[config.mk]
export PLATFORM = sky130hd
export DESIGN_NAME = blkavg_ctrl_flat
export DESIGN_NICKNAME = d
export VERILOG_FILES = /design/src/blkavg_pkg.sv /design/src/blkavg_ifs.sv /design/src/blkavg_ctrl.sv /design/src/flat_wrapper.sv
export SDC_FILE = /design/constraint.sdc
export NUM_CORES = 1
export LEC_CHECK = 0
export ABC_AREA = 1
export BUFFER_PORTS_ARGS = -buffer_cell sky130_fd_sc_hd__buf_4
export CORE_MARGIN = 1
export CORE_UTILIZATION = 40
export DETAILED_ROUTE_END_ITERATION = 16
export PLACE_DENSITY = 0.64
export SLEW_MARGIN = 0
export SYNTH_ARGS = -nofsm -noshare
export SYNTH_HDL_FRONTEND = slang
export SYNTH_SLANG_ARGS = --single-unit
[constraint.sdc]
create_clock -name i_clk -period 5.4 [get_ports i_clk]
set_clock_uncertainty 0.05 [all_clocks]
set_input_delay 1.08 -clock i_clk [delete_from_list [all_inputs] [get_ports i_clk]]
set_output_delay 1.08 -clock i_clk [all_outputs]
set_load 0.1 [all_outputs]
[src/blkavg_pkg.sv]
package blkavg_pkg;

    localparam int PIX_W        = 8;
    localparam int NUM_CH       = 3;
    localparam int QUO_W        = 8;
    localparam int SCALE_W      = 5;
    localparam int DIM_W        = 12;
    localparam int HEIGHT_LIMIT = 2048;
    localparam int CFG_IDX_W    = 3;
    localparam int CFG_DATA_W   = 12;
    localparam int FIFO_D       = 16;
    localparam int PTR_W        = $clog2(FIFO_D);
    localparam int CNT_W        = $clog2(FIFO_D + 1);

    localparam logic [SCALE_W-1:0] RST_SCALE  = SCALE_W'(2);
    localparam logic [DIM_W-1:0]   RST_WIDTH  = DIM_W'(640);
    localparam logic [DIM_W-1:0]   RST_HEIGHT = DIM_W'(480);
    localparam logic               RST_COLOUR = 1'b0;

    typedef enum logic [CFG_IDX_W-1:0] {
        CFG_SCALE,
        CFG_WIDTH,
        CFG_HEIGHT,
        CFG_COLOUR
    } t_cfg_reg;

    typedef logic [PIX_W-1:0] t_pix;

    typedef struct packed {
        logic add;
        logic done;
        logic first;
        logic clear;
    } t_lane_ctl;

    typedef struct packed {
        logic emit;
        logic row_end;
        logic frame_end;
    } t_tag;

    typedef struct packed {
        t_pix avg_c0;
        t_pix avg_c1;
        t_pix avg_c2;
        logic row_end;
        logic frame_end;
    } t_res;

endpackage

[src/blkavg_ifs.sv]
interface blkavg_pix_if;
    logic                 valid;
    logic                 ready;
    blkavg_pkg::t_pix     pix_c0;
    blkavg_pkg::t_pix     pix_c1;
    blkavg_pkg::t_pix     pix_c2;

    modport source (output valid, output pix_c0, output pix_c1, output pix_c2, input ready);
    modport sink   (input valid, input pix_c0, input pix_c1, input pix_c2, output ready);
endinterface


interface blkavg_cfg_if;
    logic                                   valid;
    logic                                   ready;
    logic [blkavg_pkg::CFG_IDX_W-1:0]       index;
    logic [blkavg_pkg::CFG_DATA_W-1:0]      data;

    modport source (output valid, output index, output data, input ready);
    modport sink   (input valid, input index, input data, output ready);
endinterface

[src/blkavg_ctrl.sv]
module blkavg_ctrl #(
    parameter int MAX_WIDTH = 2048,
    parameter int MAX_SCALE = 16
) (
    input  logic                                        i_clk,
    input  logic                                        i_rst_n,
    blkavg_pix_if.sink                                  i_pix,
    blkavg_cfg_if.sink                                  i_cfg,
    input  logic                                        i_credit,
    output blkavg_pkg::t_lane_ctl                       o_ctl,
    output logic [$clog2(MAX_WIDTH)-1:0]                o_col,
    output blkavg_pkg::t_pix [blkavg_pkg::NUM_CH-1:0]   o_pix,
    output logic [2*$clog2(((MAX_SCALE < (2**blkavg_pkg::SCALE_W) - 1) ? MAX_SCALE :
                            (2**blkavg_pkg::SCALE_W) - 1) + 1)-1:0] o_area,
    output blkavg_pkg::t_tag                            o_tag
);

    localparam int SMAX   = (MAX_SCALE < (2**blkavg_pkg::SCALE_W) - 1) ? MAX_SCALE :
                            (2**blkavg_pkg::SCALE_W) - 1;
    localparam int SCW    = $clog2(SMAX + 1);
    localparam int AREA_W = 2 * SCW;
    localparam int CW     = $clog2(MAX_WIDTH);
    localparam int WW     = $clog2(MAX_WIDTH + 1);
    localparam int XW     = $clog2(MAX_WIDTH + SMAX + 1);
    localparam int DW     = blkavg_pkg::DIM_W;
    localparam int RW     = $clog2(blkavg_pkg::HEIGHT_LIMIT);

    logic [blkavg_pkg::SCALE_W-1:0] r_scale;
    logic [DW-1:0]                  r_width;
    logic [DW-1:0]                  r_height;
    logic                           r_colour;
    logic [AREA_W-1:0]              r_area;

    logic [CW-1:0]  r_in_col;
    logic [WW-1:0]  r_col_base;
    logic [WW-1:0]  r_out_col;
    logic [SCW-1:0] r_sub_col;
    logic [RW-1:0]  r_in_row;
    logic [DW-1:0]  r_row_base;
    logic [SCW-1:0] r_sub_row;

    logic [SCW-1:0] s_eff;
    logic [WW-1:0]  w_eff;
    logic [DW-1:0]  h_eff;
    logic           cfg_wr;
    logic           cfg_hit;
    logic           acc;
    logic           row_act;
    logic           col_act;
    logic           sub_last;
    logic           sub_row_last;
    logic           row_end;
    logic           frame_last;
    logic           rend_flag;
    logic           fend_flag;

    assign i_cfg.ready = 1'b1;
    assign i_pix.ready = i_credit;
    assign cfg_wr      = i_cfg.valid && i_cfg.ready;
    assign acc         = i_pix.valid && i_pix.ready;

    always_comb begin
        cfg_hit = 1'b0;
        unique case (i_cfg.index) inside
            blkavg_pkg::CFG_SCALE, blkavg_pkg::CFG_WIDTH,
            blkavg_pkg::CFG_HEIGHT, blkavg_pkg::CFG_COLOUR: cfg_hit = cfg_wr;
            default: cfg_hit = 1'b0;
        endcase
    end

    always_comb begin
        if (r_scale == '0) begin
            s_eff = SCW'(1);
        end else if (int'(r_scale) > MAX_SCALE) begin
            s_eff = SCW'(MAX_SCALE);
        end else begin
            s_eff = SCW'(r_scale);
        end
        if (r_width == '0) begin
            w_eff = WW'(1);
        end else if (int'(r_width) > MAX_WIDTH) begin
            w_eff = WW'(MAX_WIDTH);
        end else begin
            w_eff = WW'(r_width);
        end
        if (r_height == '0) begin
            h_eff = DW'(1);
        end else if (int'(r_height) > blkavg_pkg::HEIGHT_LIMIT) begin
            h_eff = DW'(blkavg_pkg::HEIGHT_LIMIT);
        end else begin
            h_eff = r_height;
        end
    end

    always_comb begin
        row_act      = ((DW+1)'(r_row_base) + (DW+1)'(s_eff)) <= (DW+1)'(h_eff);
        col_act      = row_act && ((XW'(r_col_base) + XW'(s_eff)) <= XW'(w_eff));
        sub_last     = ((SCW+1)'(r_sub_col) + (SCW+1)'(1)) >= (SCW+1)'(s_eff);
        sub_row_last = ((SCW+1)'(r_sub_row) + (SCW+1)'(1)) >= (SCW+1)'(s_eff);
        row_end      = (WW'(r_in_col) + WW'(1)) >= w_eff;
        frame_last   = (DW'(r_in_row) + DW'(1)) >= h_eff;
        rend_flag    = (XW'(r_in_col) + XW'(1) + XW'(s_eff)) > XW'(w_eff);
        fend_flag    = rend_flag &&
                       (((DW+1)'(r_in_row) + (DW+1)'(1) + (DW+1)'(s_eff)) > (DW+1)'(h_eff));
    end

    always_comb begin
        o_ctl.add       = acc && col_act;
        o_ctl.done      = acc && col_act && sub_last;
        o_ctl.first     = (r_sub_row == '0);
        o_ctl.clear     = cfg_hit || (acc && row_end);
        o_tag.emit      = acc && col_act && sub_last && sub_row_last;
        o_tag.row_end   = rend_flag;
        o_tag.frame_end = fend_flag;
        o_col           = r_out_col[CW-1:0];
        o_area          = r_area;
        o_pix[0]        = i_pix.pix_c0;
        o_pix[1]        = r_colour ? i_pix.pix_c1 : '0;
        o_pix[2]        = r_colour ? i_pix.pix_c2 : '0;
    end

    always_ff @(posedge i_clk) begin
        r_area <= AREA_W'(s_eff) * AREA_W'(s_eff);
    end

    always_ff @(posedge i_clk) begin
        if (!i_rst_n) begin
            r_scale  <= blkavg_pkg::RST_SCALE;
            r_width  <= blkavg_pkg::RST_WIDTH;
            r_height <= blkavg_pkg::RST_HEIGHT;
            r_colour <= blkavg_pkg::RST_COLOUR;
        end else if (cfg_wr) begin
            unique case (i_cfg.index)
                blkavg_pkg::CFG_SCALE:  r_scale  <= i_cfg.data[blkavg_pkg::SCALE_W-1:0];
                blkavg_pkg::CFG_WIDTH:  r_width  <= i_cfg.data[DW-1:0];
                blkavg_pkg::CFG_HEIGHT: r_height <= i_cfg.data[DW-1:0];
                blkavg_pkg::CFG_COLOUR: r_colour <= i_cfg.data[0];
                default: ;
            endcase
        end
    end

    always_ff @(posedge i_clk) begin
        if (!i_rst_n || cfg_hit) begin
            r_in_col   <= '0;
            r_col_base <= '0;
            r_out_col  <= '0;
            r_sub_col  <= '0;
            r_in_row   <= '0;
            r_row_base <= '0;
            r_sub_row  <= '0;
        end else if (acc) begin
            if (col_act) begin
                if (sub_last) begin
                    r_sub_col  <= '0;
                    r_col_base <= WW'(r_in_col) + WW'(1);
                    r_out_col  <= r_out_col + WW'(1);
                end else begin
                    r_sub_col <= r_sub_col + SCW'(1);
                end
            end
            if (row_end) begin
                r_in_col   <= '0;
                r_col_base <= '0;
                r_out_col  <= '0;
                r_sub_col  <= '0;
                if (frame_last) begin
                    r_in_row   <= '0;
                    r_row_base <= '0;
                    r_sub_row  <= '0;
                end else begin
                    r_in_row <= r_in_row + RW'(1);
                    if (row_act) begin
                        if (sub_row_last) begin
                            r_sub_row  <= '0;
                            r_row_base <= DW'(r_in_row) + DW'(1);
                        end else begin
                            r_sub_row <= r_sub_row + SCW'(1);
                        end
                    end
                end
            end else begin
                r_in_col <= r_in_col + CW'(1);
            end
        end
    end

endmodule

[src/flat_wrapper.sv]
// flat-port wrapper written by rule: the top's interface ports become plain ports
module blkavg_ctrl_flat 
#(
    parameter int MAX_WIDTH = 2048,
    parameter int MAX_SCALE = 16
)
  (i_clk, i_rst_n, i_credit, o_ctl, o_col, o_pix, o_area, o_tag, i_pix_valid, i_pix_pix_c0, i_pix_pix_c1, i_pix_pix_c2, i_pix_ready, i_cfg_valid, i_cfg_index, i_cfg_data, i_cfg_ready);
  blkavg_pix_if i_pix_i ();
  blkavg_cfg_if i_cfg_i ();
  input  logic i_clk;
  input  logic i_rst_n;
  input  logic i_credit;
  output blkavg_pkg::t_lane_ctl o_ctl;
  output logic [$clog2(MAX_WIDTH)-1:0] o_col;
  output blkavg_pkg::t_pix [blkavg_pkg::NUM_CH-1:0] o_pix;
  output logic [2*$clog2(((MAX_SCALE < (2**blkavg_pkg::SCALE_W) - 1) ? MAX_SCALE :
                            (2**blkavg_pkg::SCALE_W) - 1) + 1)-1:0] o_area;
  output blkavg_pkg::t_tag o_tag;
  input wire logic [$bits(i_pix_i.valid)-1:0] i_pix_valid;
  input wire logic [$bits(i_pix_i.pix_c0)-1:0] i_pix_pix_c0;
  input wire logic [$bits(i_pix_i.pix_c1)-1:0] i_pix_pix_c1;
  input wire logic [$bits(i_pix_i.pix_c2)-1:0] i_pix_pix_c2;
  output wire logic [$bits(i_pix_i.ready)-1:0] i_pix_ready;
  input wire logic [$bits(i_cfg_i.valid)-1:0] i_cfg_valid;
  input wire logic [$bits(i_cfg_i.index)-1:0] i_cfg_index;
  input wire logic [$bits(i_cfg_i.data)-1:0] i_cfg_data;
  output wire logic [$bits(i_cfg_i.ready)-1:0] i_cfg_ready;
  assign i_pix_i.valid = i_pix_valid;
  assign i_pix_i.pix_c0 = i_pix_pix_c0;
  assign i_pix_i.pix_c1 = i_pix_pix_c1;
  assign i_pix_i.pix_c2 = i_pix_pix_c2;
  assign i_pix_ready = i_pix_i.ready;
  assign i_cfg_i.valid = i_cfg_valid;
  assign i_cfg_i.index = i_cfg_index;
  assign i_cfg_i.data = i_cfg_data;
  assign i_cfg_ready = i_cfg_i.ready;
  blkavg_ctrl #(.MAX_WIDTH(MAX_WIDTH), .MAX_SCALE(MAX_SCALE)) u_core (.i_clk(i_clk), .i_rst_n(i_rst_n), .i_pix(i_pix_i), .i_cfg(i_cfg_i), .i_credit(i_credit), .o_ctl(o_ctl), .o_col(o_col), .o_pix(o_pix), .o_area(o_area), .o_tag(o_tag));
endmodule
==> metrics.md <==
| Metric | Value |
|---|---|
| Clk slew on worst S/H paths | 70 ps |
| Post-route ant nets | 0 |
| Area grow syn2layout | 17.4% |
| Area leader, netlist | dfxtp_1 |
| Drt via density | 5.01 |
| Hold slack | 425 ps |
| Effective utilization at floorplan | 41.0% |
| DR vias | 8209 |
| Share of cells above drive strength 1 | 14.5% |
| Post-DP HPWL | 17300 um |
| Warnings from Yosys | 0 |
| Reg power frac | 38.6% |
| Max IR drop VDD | 263 uV |
| Fillcell total | 2171 |
| Area of the multi-input gates | 0.00590 mm^2 |
| Combinational share of power | 31.5% |
| Flop and latch count out of synthesis | 106 |
| Fmax | 191 MHz |
| DIE WIDTH | 149 um |
| Top post-synthesis cells by count | nand2_1, inv_1, nor2_1, ha_1, dfxtp_1 |
| Hold Crit Class | register to register |
| Setup violations, final | 0 |
| Number of CTS-inserted buffers | 9 |
| # nets final | 1525 |
| Leak | 5.21 nW |
| Hold buffer count at CTS | 0 |
| Hold Fails Final Rpt | 0 |
| Die height | 149 um |
| Row count | 53 |
| Most frequent cell after synthesis | nand2_1 |
| Clock root buffer | clkbuf_16 |
| GRT overflow | 0 |
| Worst-margin pin slew | 1060 ps |
| Crit share post-route | 97.2% |
| Ports | 98 |
| Critical Path Source Type | register |
| Distinct cell type count after synthesis | 46 |
| Slowest stage delay, CP | 360 ps |
| CTS tree | built |
| Power after layout | 0.00222 W |
| Netlist Area Pre-Place | 0.00864 mm^2 |
| Sw Ratio | 38.0% |
| Slowest library cell on the worst path | dfxtp_4 |
| PortBufs | 79 |
| Area contributors post-synth | dfxtp_1, ha_1, nand2_1 |
| Global-route wire length before repair | 36100 um |
| Gr usage total | 20.3% |
| Number of flops mapped to enable cells by yosys | 0 |
| Drt total wl | 22700 um |
| Int Pwr | 0.00138 W |
| Drt drc | 0 |
| Synth Instances | 1284 |
| TritonCTS Sinks | 106 |
| Top cell type's share of synthesized area | 24.6% |
| Antenna cell count | 0 |
| Min Clock Period, post-route | 5250 ps |
| CP Capture Type | output port |
| GPL Wtd Cong | 0.884 |
| CP Buf/Inv Count | 5 |
| Initial antenna violation count | 0 |
| Final Util | 48.1% |
| RSZ-0062 raised after global routing | yes |
| CP max FO | 6 |
| Core area | 0.0211 mm^2 |
| R2R setup slack | 1120 ps |
| Max_cap viols | 0 |
| Post-synthesis sequential area ratio | 24.6% |
| Register area | 0.00213 mm^2 |
| Die area | 0.0222 mm^2 |
| 1st-iter DRT viols | 370 |
| Worst Path Required | 4270 ps |
| Final TNS setup | 0 ps |
| Net Switching | 0.000845 W |
| DR WL/cell | 13.9 um |
| Synth Area per Inst | 6.73 um^2 |
| Slew headroom | 28.9% |
| Arrival @ worst endpoint | 4120 ps |
| Clock latency on the worst-skew pair | 360 ps |
| Vias in the first global route | 7447 |
| CTS max path bufs | 2 |
| Synth Flop Type | dfxtp_1 |
| Power density cells | 219 mW/mm^2 |
| Drt pass-1 iters | 7 |
| Number of H-tree levels | 3 |
| Async SR Flop Fraction | 0% |
| Largest net degree at the start of global routing | 32 |
| WS Path Type | register to output port |
| Status | finished clean |
| Crit-path leading delay family | simple AND/OR/NAND/NOR gates |
| Clk pwr share | 29.9% |
| Slew Limit Fails | 0 |
## flip-flops by register name (all words and copies together), names as in the netlist
register,flops
u_core.r_height,12
u_core.r_width,12
u_core.r_col_base,12
u_core.r_in_row,11
u_core.r_out_col,11
u_core.r_sub_col,5
u_core.r_in_col,11
u_core.r_sub_row,5
u_core.o_area,9
u_core.r_scale,5
u_core.r_colour,1
u_core.r_row_base,12
## tightest hold or removal path, delay by kind of cell (launching register included)
family,cells,cell delay [ps]
and+or+nand+nor,1,60
DFF,1,320
AOI/OAI and AO/OA,1,60
## layout by cell type, fill, tap and decap left out, drive strengths merged, types with 6 or more instances in the layout
master	netlist	layout
nand2	281	281
nor2	173	173
inv	170	170
ha	118	118
buf	23	107
dfxtp	106	106
a21oi	101	101
nand3	72	72
o21ai	66	66
xor2	45	45
nor3	22	22
nand4	19	19
xnor2	13	13
clkbuf	25	11
nor4	8	8
fa	6	6
## final timing paths
path | startpoint | cells past startpoint | end
worst max-delay path | u_core.r_scale[3] | 25 | o_tag[2]
worst min-delay path | u_core.r_row_base[2] | 2 | u_core.r_row_base[2]
worst max register to register | u_core.r_scale[3] | 28 | u_core.r_row_base[3]
worst min register to register | u_core.r_row_base[2] | 2 | u_core.r_row_base[2]
## layer usage
layer  wire length (um)  track usage, %  up-vias
met1              10600            26.2     3765
li1                   -               -     4295
met5                  0               0        -
met4                494            6.17        0
met3                620            3.03       33
met2              11000            34.7      116
## kinds of logic (layout without fill, tap and decap cells)
family | count (synthesis) | count (layout) | share of synthesized area, %
fa+ha+maj | 124 | 124 | 18.5
flops | 106 | 106 | 24.6
xor+xnor | 58 | 58 | 5.97
simple gates | 587 | 587 | 28.7
buf+inv | 218 | 293 | 10.5
other cells | 2 | 5 | 0.0869
compound gates | 189 | 189 | 11.7
## layout make-up
| class | count | area share, % |
|---|---|---|
| multi-input combinational | 963 | 58.1 |
| sequential | 106 | 21.0 |
| timing repair buffer | 107 | 8.26 |
| inverter | 170 | 6.34 |
| tap | 275 | 3.39 |
| clock buffer | 11 | 2.49 |
| clock inverter | 5 | 0.382 |
## what timing repair did
| action | 4_1_cts | 5_1_grt |
|---|---|---|
| setup buffers | 2 | 13 |
| pin swaps | 1 | 37 |
| resized for setup | 7 | 69 |
| endpoints found under the setup margin | 4 | 5 |
| hold endpoints to repair | 0 | 0 |
## through the flow
step	cell area [um^2]	cells	setup WS [ps]
after floorplan	8660	1287	-184
after global placement	9430	1606	288
after detailed placement	9430	1606	163
after CTS	9770	1624	1.61
after global routing	10100	1637	-120
final	10100	1637	151
## power groups by stage
stage               Sequential [W]  Combinational (W)  Clock, W
global route              0.000864           0.000775  0.000705
finish                    0.000858           0.000700  0.000666
global placement          0.000874           0.000663         0
detailed placement        0.000874           0.000668         0
CTS                       0.000856           0.000674  0.000679
floorplan                 0.000956           0.000459         0
(Power assumes the default switching activity.)
