File: src/blkavg_pkg.sv
package blkavg_pkg;

    localparam int PIX_W        = 8;
    localparam int NUM_CH       = 3;
    localparam int QUO_W        = 8;
    localparam int SCALE_W      = 5;
    localparam int DIM_W        = 12;
    localparam int HEIGHT_LIMIT = 2048;
    localparam int CFG_IDX_W    = 3;
    localparam int CFG_DATA_W   = 12;
    localparam int FIFO_D       = 16;
    localparam int PTR_W        = $clog2(FIFO_D);
    localparam int CNT_W        = $clog2(FIFO_D + 1);

    localparam logic [SCALE_W-1:0] RST_SCALE  = SCALE_W'(2);
    localparam logic [DIM_W-1:0]   RST_WIDTH  = DIM_W'(640);
    localparam logic [DIM_W-1:0]   RST_HEIGHT = DIM_W'(480);
    localparam logic               RST_COLOUR = 1'b0;

    typedef enum logic [CFG_IDX_W-1:0] {
        CFG_SCALE,
        CFG_WIDTH,
        CFG_HEIGHT,
        CFG_COLOUR
    } t_cfg_reg;

    typedef logic [PIX_W-1:0] t_pix;

    typedef struct packed {
        logic add;
        logic done;
        logic first;
        logic clear;
    } t_lane_ctl;

    typedef struct packed {
        logic emit;
        logic row_end;
        logic frame_end;
    } t_tag;

    typedef struct packed {
        t_pix avg_c0;
        t_pix avg_c1;
        t_pix avg_c2;
        logic row_end;
        logic frame_end;
    } t_res;

endpackage

File: src/blkavg_ifs.sv


interface blkavg_res_if;
    logic                 valid;
    logic                 ready;
    blkavg_pkg::t_pix     avg_c0;
    blkavg_pkg::t_pix     avg_c1;
    blkavg_pkg::t_pix     avg_c2;
    logic                 row_end;
    logic                 frame_end;

    modport source (output valid, output avg_c0, output avg_c1, output avg_c2,
                    output row_end, output frame_end, input ready);
    modport sink   (input valid, input avg_c0, input avg_c1, input avg_c2,
                    input row_end, input frame_end, output ready);
endinterface


File: src/blkavg_merge.sv
module blkavg_merge (
    input  logic                                        i_clk,
    input  logic                                        i_rst_n,
    input  blkavg_pkg::t_tag                            i_tag,
    input  blkavg_pkg::t_pix [blkavg_pkg::NUM_CH-1:0]   i_avg,
    blkavg_res_if.source                                o_res,
    output logic                                        o_credit
);

    localparam int DLY = blkavg_pkg::QUO_W + 1;

    blkavg_pkg::t_tag                   r_dly [DLY];
    blkavg_pkg::t_res                   r_fifo [blkavg_pkg::FIFO_D];
    logic [blkavg_pkg::PTR_W-1:0]       r_wr_ptr;
    logic [blkavg_pkg::PTR_W-1:0]       r_rd_ptr;
    logic [blkavg_pkg::CNT_W-1:0]       r_fill;
    logic [blkavg_pkg::CNT_W-1:0]       r_cnt;
    blkavg_pkg::t_res                   push_item;
    blkavg_pkg::t_res                   head;
    logic                               push;
    logic                               pop;

    assign push     = r_dly[DLY-1].emit;
    assign pop      = o_res.valid && o_res.ready;
    assign o_credit = r_cnt < blkavg_pkg::CNT_W'(blkavg_pkg::FIFO_D);
    assign head     = r_fifo[r_rd_ptr];

    always_comb begin
        push_item.avg_c0    = i_avg[0];
        push_item.avg_c1    = i_avg[1];
        push_item.avg_c2    = i_avg[2];
        push_item.row_end   = r_dly[DLY-1].row_end;
        push_item.frame_end = r_dly[DLY-1].frame_end;
        o_res.valid         = (r_fill != '0);
        o_res.avg_c0        = head.avg_c0;
        o_res.avg_c1        = head.avg_c1;
        o_res.avg_c2        = head.avg_c2;
        o_res.row_end       = head.row_end;
        o_res.frame_end     = head.frame_end;
    end

    always_ff @(posedge i_clk) begin
        if (!i_rst_n) begin
            for (int k = 0; k < DLY; k++) begin
                r_dly[k] <= '0;
            end
        end else begin
            r_dly[0] <= i_tag;
            for (int k = 1; k < DLY; k++) begin
                r_dly[k] <= r_dly[k-1];
            end
        end
    end

    always_ff @(posedge i_clk) begin
        if (push) begin
            r_fifo[r_wr_ptr] <= push_item;
        end
    end

    always_ff @(posedge i_clk) begin
        if (!i_rst_n) begin
            r_wr_ptr <= '0;
            r_rd_ptr <= '0;
            r_fill   <= '0;
            r_cnt    <= '0;
        end else begin
            if (push) begin
                r_wr_ptr <= r_wr_ptr + blkavg_pkg::PTR_W'(1);
            end
            if (pop) begin
                r_rd_ptr <= r_rd_ptr + blkavg_pkg::PTR_W'(1);
            end
            case ({push, pop})
                2'b10:   r_fill <= r_fill + blkavg_pkg::CNT_W'(1);
                2'b01:   r_fill <= r_fill - blkavg_pkg::CNT_W'(1);
                default: r_fill <= r_fill;
            endcase
            case ({i_tag.emit, pop})
                2'b10:   r_cnt <= r_cnt + blkavg_pkg::CNT_W'(1);
                2'b01:   r_cnt <= r_cnt - blkavg_pkg::CNT_W'(1);
                default: r_cnt <= r_cnt;
            endcase
        end
    end

endmodule

File: src/flat_wrapper.sv
// flat-port wrapper written by rule: the top's interface ports become plain ports
module blkavg_merge_flat 
  (i_clk, i_rst_n, i_tag, i_avg, o_credit, o_res_valid, o_res_avg_c0, o_res_avg_c1, o_res_avg_c2, o_res_row_end, o_res_frame_end, o_res_ready);
  blkavg_res_if o_res_i ();
  input  logic i_clk;
  input  logic i_rst_n;
  input  blkavg_pkg::t_tag i_tag;
  input  blkavg_pkg::t_pix [blkavg_pkg::NUM_CH-1:0] i_avg;
  output logic o_credit;
  output wire logic [$bits(o_res_i.valid)-1:0] o_res_valid;
  output wire logic [$bits(o_res_i.avg_c0)-1:0] o_res_avg_c0;
  output wire logic [$bits(o_res_i.avg_c1)-1:0] o_res_avg_c1;
  output wire logic [$bits(o_res_i.avg_c2)-1:0] o_res_avg_c2;
  output wire logic [$bits(o_res_i.row_end)-1:0] o_res_row_end;
  output wire logic [$bits(o_res_i.frame_end)-1:0] o_res_frame_end;
  input wire logic [$bits(o_res_i.ready)-1:0] o_res_ready;
  assign o_res_valid = o_res_i.valid;
  assign o_res_avg_c0 = o_res_i.avg_c0;
  assign o_res_avg_c1 = o_res_i.avg_c1;
  assign o_res_avg_c2 = o_res_i.avg_c2;
  assign o_res_row_end = o_res_i.row_end;
  assign o_res_frame_end = o_res_i.frame_end;
  assign o_res_i.ready = o_res_ready;
  blkavg_merge u_core (.i_clk(i_clk), .i_rst_n(i_rst_n), .i_tag(i_tag), .i_avg(i_avg), .o_res(o_res_i), .o_credit(o_credit));
endmodule
File: config.mk
export PLATFORM = sky130hd
export DESIGN_NAME = blkavg_merge_flat
export DESIGN_NICKNAME = d
export VERILOG_FILES = /design/src/blkavg_pkg.sv /design/src/blkavg_ifs.sv /design/src/blkavg_merge.sv /design/src/flat_wrapper.sv
export SDC_FILE = /design/constraint.sdc
export NUM_CORES = 1
export LEC_CHECK = 0
export BUFFER_PORTS_ARGS = -buffer_cell sky130_fd_sc_hd__buf_2
export CAP_MARGIN = 10
export CORE_UTILIZATION = 32
export CTS_CLUSTER_SIZE = 30
export DETAILED_ROUTE_END_ITERATION = 10
export PLACE_DENSITY = 0.53
export SKIP_CTS_REPAIR_TIMING = 1
export SLEW_MARGIN = 20
export SYNTH_ARGS = -nofsm -noshare
export SYNTH_HDL_FRONTEND = slang
export SYNTH_SLANG_ARGS = --single-unit
File: constraint.sdc
create_clock -name i_clk -period 4 [get_ports i_clk]
set_clock_uncertainty 0.1 [all_clocks]
set_input_delay 0.6 -clock i_clk [delete_from_list [all_inputs] [get_ports i_clk]]
set_output_delay 0.6 -clock i_clk [all_outputs]
set_load 0.01 [all_outputs]
==> results of run 1 <==
## layer usage
layer / up-vias / global-route usage, % / routed length, um
li1: 3665 / - / -
met1: 4422 / 19.48 / 17710
met2: 162 / 21.42 / 17600
met3: 53 / 3.392 / 1922
met4: 6 / 3.621 / 675
met5: - / 0 / 36
## metrics by stage
step	cell area [um2]	utilization (%)	std cells	setup WS (ns)
after floorplan	17660	-	859	1.111
after global placement	18750	34.64	1576	0.9561
after detailed placement	18750	34.64	1576	0.8658
after CTS	20390	37.66	1669	0.6260
after global routing	20390	37.67	1669	0.5349
final	20390	37.67	1670	0.7266
## cell families after synthesis
family / Yosys count
flip-flops: 465
multiplexers: 108
AO/OA/AOI/OAI: 74
XOR/XNOR: 11
adder cells (fa/ha/maj): 13
AND/OR/NAND/NOR: 134
buffers and inverters: 54
## worst paths after layout
check	endpoint	slack [ns]
hold reg to reg	u_core.r_dly[0][18]$_SDFF_PN0_	0.32
hold / removal	u_core.r_dly[0][1]$_SDFF_PN0_	0.12
setup / recovery	o_res_avg_c2[1]	0.73
setup reg to reg	u_core.r_fill[4]$_SDFFE_PN0P_	0.86
## synthesized netlist by cell type (all sizes together), types with 5 or more instances
library cell  instances  share of area, %
nand2                30              0.64
buf                  21              0.83
ha                   13              0.92
inv                   8              0.17
dfxtp                49               5.6
xor2                  8              0.40
edfxtp              416                71
clkbuf               24              0.51
nand3                 7              0.20
mux4                104                13
nor2                 18              0.38
a22oi                52               2.2
o21ai                 7              0.22
nand4b                6              0.30
and2                 44               1.6
nand4                 5              0.18
## cells in the final DEF, fill, tap and decap left out, types with 7 or more instances in the layout
cell type and instances:
edfxtp_1 416, mux4_2 104, buf_2 57, a22oi_1 52, clkbuf_16 51, dfxtp_1 47
nand2_1 30, and2_1 27, nor2_1 17, and2_2 16, clkinv_1 16, ha_1 13
clkinv_2 10, inv_1 8, xor2_1 8, nand3_1 7
## layout make-up
type / instances / area, um2
Inverter: 9 / 33.78
Timing Repair Buffer: 66 / 402.9
Fill cell: 4879 / 33740
Tap cell: 696 / 870.8
Clock buffer: 57 / 1299
Clock inverter: 36 / 339.1
Antenna cell: 1 / 2.502
Sequential cell: 465 / 13480
Multi-Input combinational cell: 340 / 3964
## where the power goes
group / switching, uW / leakage [uW] / internal [uW]
sequential: 72.2 / 0.00416 / 5320
clock: 1920 / 0.000799 / 2670
combinational: 585 / 0.00155 / 637
total: 2570 / 0.00651 / 8620
## state kept, by name, summed over array words and instances (netlist names), named ones only
| name | flops |
|---|---|
| u_core.r_cnt | 5 |
| u_core.r_dly | 27 |
| u_core.r_fifo | 416 |
| u_core.r_fill | 5 |
| u_core.r_rd_ptr | 4 |
| u_core.r_wr_ptr | 4 |
==> flow_metrics.env, run 1 <==
export IMPL_synth_xor_area_share_pct=0.5455
export IMPL_startpoint_type="flip-flop"
export IMPL_drt_initial_drc_count=678
export IMPL_wl_per_cell_um=22.72
export IMPL_synthCells=859
export IMPL_dr_pass1_iters=4
export IMPL_slowest_delay_ns=0.56
export IMPL_synth_edf_count=416
export IMPL_worstPathRequired_ns=3.30
export IMPL_start_util_pct=32.63
export IMPL_cts_root_buf="clkbuf_16"
export IMPL_vdd_drop_max_uv=314.6
export IMPL_clockBufferDepth=3
export IMPL_power_uw=11200
export IMPL_synth_simple_area_share_pct=4.180
export IMPL_synth_mux_area_share_pct=13.49
export IMPL_async_flop_share_pct=0
export IMPL_setup_violations=0
export IMPL_holdPathStages=2
export IMPL_clk_latency_ns=0.58
export IMPL_die_w_um=236.9
export IMPL_ioPinCount=58
export IMPL_rr_startpoint="u_core.r_fill[1]$_SDFFE_PN0P_"
export IMPL_grt_max_degree=48
export IMPL_vias_per_cell=4.975
export IMPL_grt_overflow_total=0
export IMPL_synth_area_per_cell_um2=20.56
export IMPL_critical_path_class="flip-flop to primary output"
export IMPL_clk_pin_slew_ns=0.06
export IMPL_synth_distinct_cells=39
export IMPL_worstPathCellList="buf_12 -> mux4_2 -> a22oi_1 -> nand2_1 -> buf_2"
export IMPL_dieArea_mm2=0.05614
export IMPL_timing_hold_ws_ns=0.1219
export IMPL_rsz0062_at_grt="false"
export IMPL_cp_end_kind="primary output"
export IMPL_status="complete, no violations"
export IMPL_worst_r2r_path_depth=9
export IMPL_period_share_pct=81.84
export IMPL_syn_cell_area_mm2=0.01766
export IMPL_drc_errors=0
export IMPL_crit_cells=5
export IMPL_cts_inserted_buffers=50
export IMPL_period_needed_ns=3.273
export IMPL_port_buffers=57
export IMPL_setup_tns_final_ns=0
export IMPL_crit_fanout=47
export IMPL_place_gp_congestion=0.6914
export IMPL_hold_path_class="input port to flip-flop"
export IMPL_max_cap_violations=0
export IMPL_synth_fp_nets=902
export IMPL_yosysSeqAreaShare_pct=76.28
export IMPL_cts_tree="yes"
export IMPL_hp_start="i_tag[1]"
export IMPL_die_y_um=236.9
export IMPL_yosysWarnings=0
export IMPL_cp_arrival_ns=2.57
export IMPL_clkSinkCount=465
export IMPL_maxSlewViolCount=0
export IMPL_vias=8308
export IMPL_critical_path_buf_inv_count=2
export IMPL_ys_ff_latch=465
export IMPL_crit_slowest_cell="mux4_2"
export IMPL_routed_wl_um=37940
export IMPL_grt_pass1_vias=8821
export IMPL_gr_usage_all_layers_pct=13.84
export IMPL_synth_flop_cell="edfxtp_1"
export IMPL_synth_compound_area_share_pct=3.053
export IMPL_grt_antenna_before_repair=3
export IMPL_fmax_mhz=305.5
export IMPL_drive_gt1_share_pct=27.44
export IMPL_cp_top_family="buffers and inverters"
export IMPL_cts_max_level=2
export IMPL_area_growth_pct=15.46
export IMPL_grt_pass1_wl_um=57130
export IMPL_hold_viol_final=0
export IMPL_nNetsFinal=975
export IMPL_powerDensity_mw_per_mm2=549.1
export IMPL_ant_nets=0
export IMPL_hpwl_um=18710
export IMPL_synth_top_family_by_area="multiplexers"
export IMPL_relSlewSlack_pct=28.92
export IMPL_rows=85
export IMPL_max_slew_worst_pin_slew_ns=1.066
export IMPL_cellLeakagePower_uw=0.006508
export IMPL_coreArea_mm2=0.05413
export IMPL_yosys_area_share_adder_pct=0.9209
Power figures use the tool's default switching activity.
==> run 2, diff against run 1 <==
--- a/config.mk
+++ b/config.mk
@@ -10,7 +10,7 @@
 export CORE_UTILIZATION = 32
 export CTS_CLUSTER_SIZE = 30
 export DETAILED_ROUTE_END_ITERATION = 10
-export PLACE_DENSITY = 0.53
+export PLACE_DENSITY = 0.54
 export SKIP_CTS_REPAIR_TIMING = 1
 export SLEW_MARGIN = 20
 export SYNTH_ARGS = -nofsm -noshare
==> constraint.sdc (replaced) <==
create_clock -name i_clk -period 3 [get_ports i_clk]
set_clock_uncertainty 0.1 [all_clocks]
set_input_delay 0.45 -clock i_clk [delete_from_list [all_inputs] [get_ports i_clk]]
set_output_delay 0.45 -clock i_clk [all_outputs]
set_load 0.01 [all_outputs]
==> run 2 against run 1 <==
  * Final area increased by 3.4%
  * Sequential share of layout area down 2.2 points
  * Largest cell class unchanged
  * Highest routed layer unchanged
  * Critical endpoint is now o_res_avg_c2[5]
  * Die area stayed put
==> flow_metrics.env, run 2 (same netlist as run 1, synthesis figures left out) <==
export IMPL_hold_path_class="input port to flip-flop"
export IMPL_timing_hold_ws_ns=0.05143
export IMPL_start_util_pct=32.63
export IMPL_nNetsFinal=1030
export IMPL_place_gp_congestion=0.7104
export IMPL_dr_pass1_iters=5
export IMPL_layout_common_cells="edfxtp_1, mux4_2, buf_2"
export IMPL_rows=85
export IMPL_vdd_drop_max_uv=384.0
export IMPL_worstPathCellList="buf_4 -> buf_12 -> buf_4 -> mux4_2 -> a22oi_1 -> nand2_1 -> buf_2"
export IMPL_dieArea_mm2=0.05614
export IMPL_slowest_delay_ns=0.48
export IMPL_reg_top3="u_core.r_fifo x416, u_core.r_dly x27"
export IMPL_die_y_um=236.9
export IMPL_crit_slowest_cell="dfxtp_4"
export IMPL_cellLeakagePower_uw=0.006877
export IMPL_worstPathRequired_ns=2.45
export IMPL_postLayoutCoreUtil_pct=38.94
export IMPL_clkSinkCount=465
export IMPL_routed_wl_um=39430
export IMPL_grt_antenna_before_repair=3
export IMPL_ioPinCount=58
export IMPL_setup_violations=0
export IMPL_final_common_cell="edfxtp_1"
export IMPL_area_growth_pct=19.34
export IMPL_dpl_worst_slack_ns=0.07327
export IMPL_port_buffers=57
export IMPL_ant_nets=0
export IMPL_max_cap_violations=0
export IMPL_rsz0062_at_grt="true"
export IMPL_crit_fanout=9
export IMPL_relSlewSlack_pct=54.79
export IMPL_coreArea_mm2=0.05413
export IMPL_endpoint="o_res_avg_c2[5]"
export IMPL_maxSlewViolCount=0
export IMPL_wl_per_cell_um=22.90
export IMPL_finalWorstSetupSlack_ns=0.04894
export IMPL_cts_inserted_buffers=50
export IMPL_nFillCells=4802
export IMPL_clk_pin_slew_ns=0.06
export IMPL_setup_tns_final_ns=0
export IMPL_cts_max_level=2
export IMPL_vias=8499
export IMPL_cp_arrival_ns=2.40
export IMPL_clockBufferDepth=3
export IMPL_critical_path_class="flip-flop to primary output"
export IMPL_crit_path_frequent_cell="buf_4"
export IMPL_cts_root_buf="clkbuf_16"
export IMPL_grt_overflow_total=0
export IMPL_cp_end_kind="primary output"
export IMPL_diodes=0
export IMPL_powerDensity_mw_per_mm2=720.7
export IMPL_fmax_mhz=338.9
export IMPL_r2r_slack_ns=0.11
export IMPL_largest_reg_flops=416
export IMPL_rr_startpoint="u_core.r_fill[1]$_SDFFE_PN0P_"
export IMPL_drive_gt1_share_pct=33.04
export IMPL_hpwl_um=21980
export IMPL_hold_viol_final=0
export IMPL_drc_errors=0
export IMPL_regMostFlops="u_core.r_fifo"
export IMPL_grt_pass1_wl_um=56640
export IMPL_max_slew_worst_pin_slew_ns=0.6781
export IMPL_grt_max_degree=57
export IMPL_gr_usage_all_layers_pct=13.74
export IMPL_placed_area_mm2=0.01913
export IMPL_drt_initial_drc_count=587
export IMPL_grt_pass1_vias=8728
export IMPL_fin_area_mm2=0.02108
export IMPL_die_w_um=236.9
export IMPL_period_needed_ns=2.951
export IMPL_cts_tree="yes"
export IMPL_period_share_pct=98.37
export IMPL_clk_latency_ns=0.59
export IMPL_worst_r2r_path_depth=9
export IMPL_startpoint_type="flip-flop"
export IMPL_status="complete, no violations"
export IMPL_rr_endpoint="u_core.r_cnt[4]$_SDFFE_PN0P_"
export IMPL_vias_per_cell=4.936
-- run 2: cell count changes in the layout (fill, tap and decap cells not counted), sizes merged --
cell         before  now
buf              66  116
bufinv            5    2
clkbuf           57   74
clkinv           28   15
clkinvlp          2    0
diode             1    0
dlygate4sd3       0    2
inv              10   12
-- run 2: worst min path at each step --
stage	startpoint	endpoint	slack, ns	cells past startpoint
after floorplan	u_core.r_dly[0][22]$_SDFF_PN0_	u_core.r_dly[0][25]$_SDFF_PN0_	0.31	1
after global placement	u_core.r_dly[0][12]$_SDFF_PN0_	u_core.r_dly[0][15]$_SDFF_PN0_	0.31	1
after detailed placement	u_core.r_dly[0][22]$_SDFF_PN0_	u_core.r_dly[0][25]$_SDFF_PN0_	0.31	1
after CTS	i_tag[1]	u_core.r_dly[0][1]$_SDFF_PN0_	-0.06	2
after global routing	i_tag[2]	u_core.r_dly[0][2]$_SDFF_PN0_	0.07	3
final	i_tag[2]	u_core.r_dly[0][2]$_SDFF_PN0_	0.05	3
-- run 2: area by class of cell --
| type | instances | area [um2] | share of cell area [%] |
|---|---|---|---|
| Tap cell | 696 | 870.8 | 4.132 |
| Timing Repair Buffer | 121 | 1056 | 5.010 |
| Sequential cell | 465 | 13480 | 63.96 |
| Clock inverter | 20 | 172.7 | 0.8192 |
| Multi-Input combinational cell | 340 | 4048 | 19.20 |
| Inverter | 9 | 33.78 | 0.1603 |
| Clock buffer | 71 | 1416 | 6.720 |
-- run 2: per-stage QoR --
step	instances	total power, uW
2_1_floorplan	859	8618
3_3_place_gp	1613	9019
3_5_place_dp	1613	9030
4_1_cts	1704	15010
5_1_grt	1722	15740
6_report	1722	15190
-- run 2: layer usage --
| metal | track usage, % | share of wire (%) | wire (um) | vias to the layer above |
|---|---|---|---|---|
| li1 | - | - | - | 3781 |
| met1 | 18.21 | 43 | 17060 | 4484 |
| met2 | 22.90 | 50 | 19810 | 165 |
| met3 | 3.078 | 4.8 | 1884 | 63 |
| met4 | 3.384 | 1.6 | 633 | 6 |
| met5 | 0 | 0.11 | 43 | - |
-- run 2: worst max-delay path, delay by kind of cell (launching register included) --
| kind | cells | cell delay [ns] |
|---|---|---|
| buffers and inverters | 4 | 0.56 |
| DFF | 1 | 0.48 |
| muxes | 1 | 0.48 |
| AOI/OAI and AO/OA | 1 | 0.19 |
| and+or+nand+nor | 1 | 0.09 |
-- run 2: power breakdown --
group / leakage (uW) / switching, uW / internal [uW]
clock: 0.000789 / 2500 / 3470
sequential: 0.00418 / 87.3 / 7090
combinational: 0.00191 / 934 / 1110
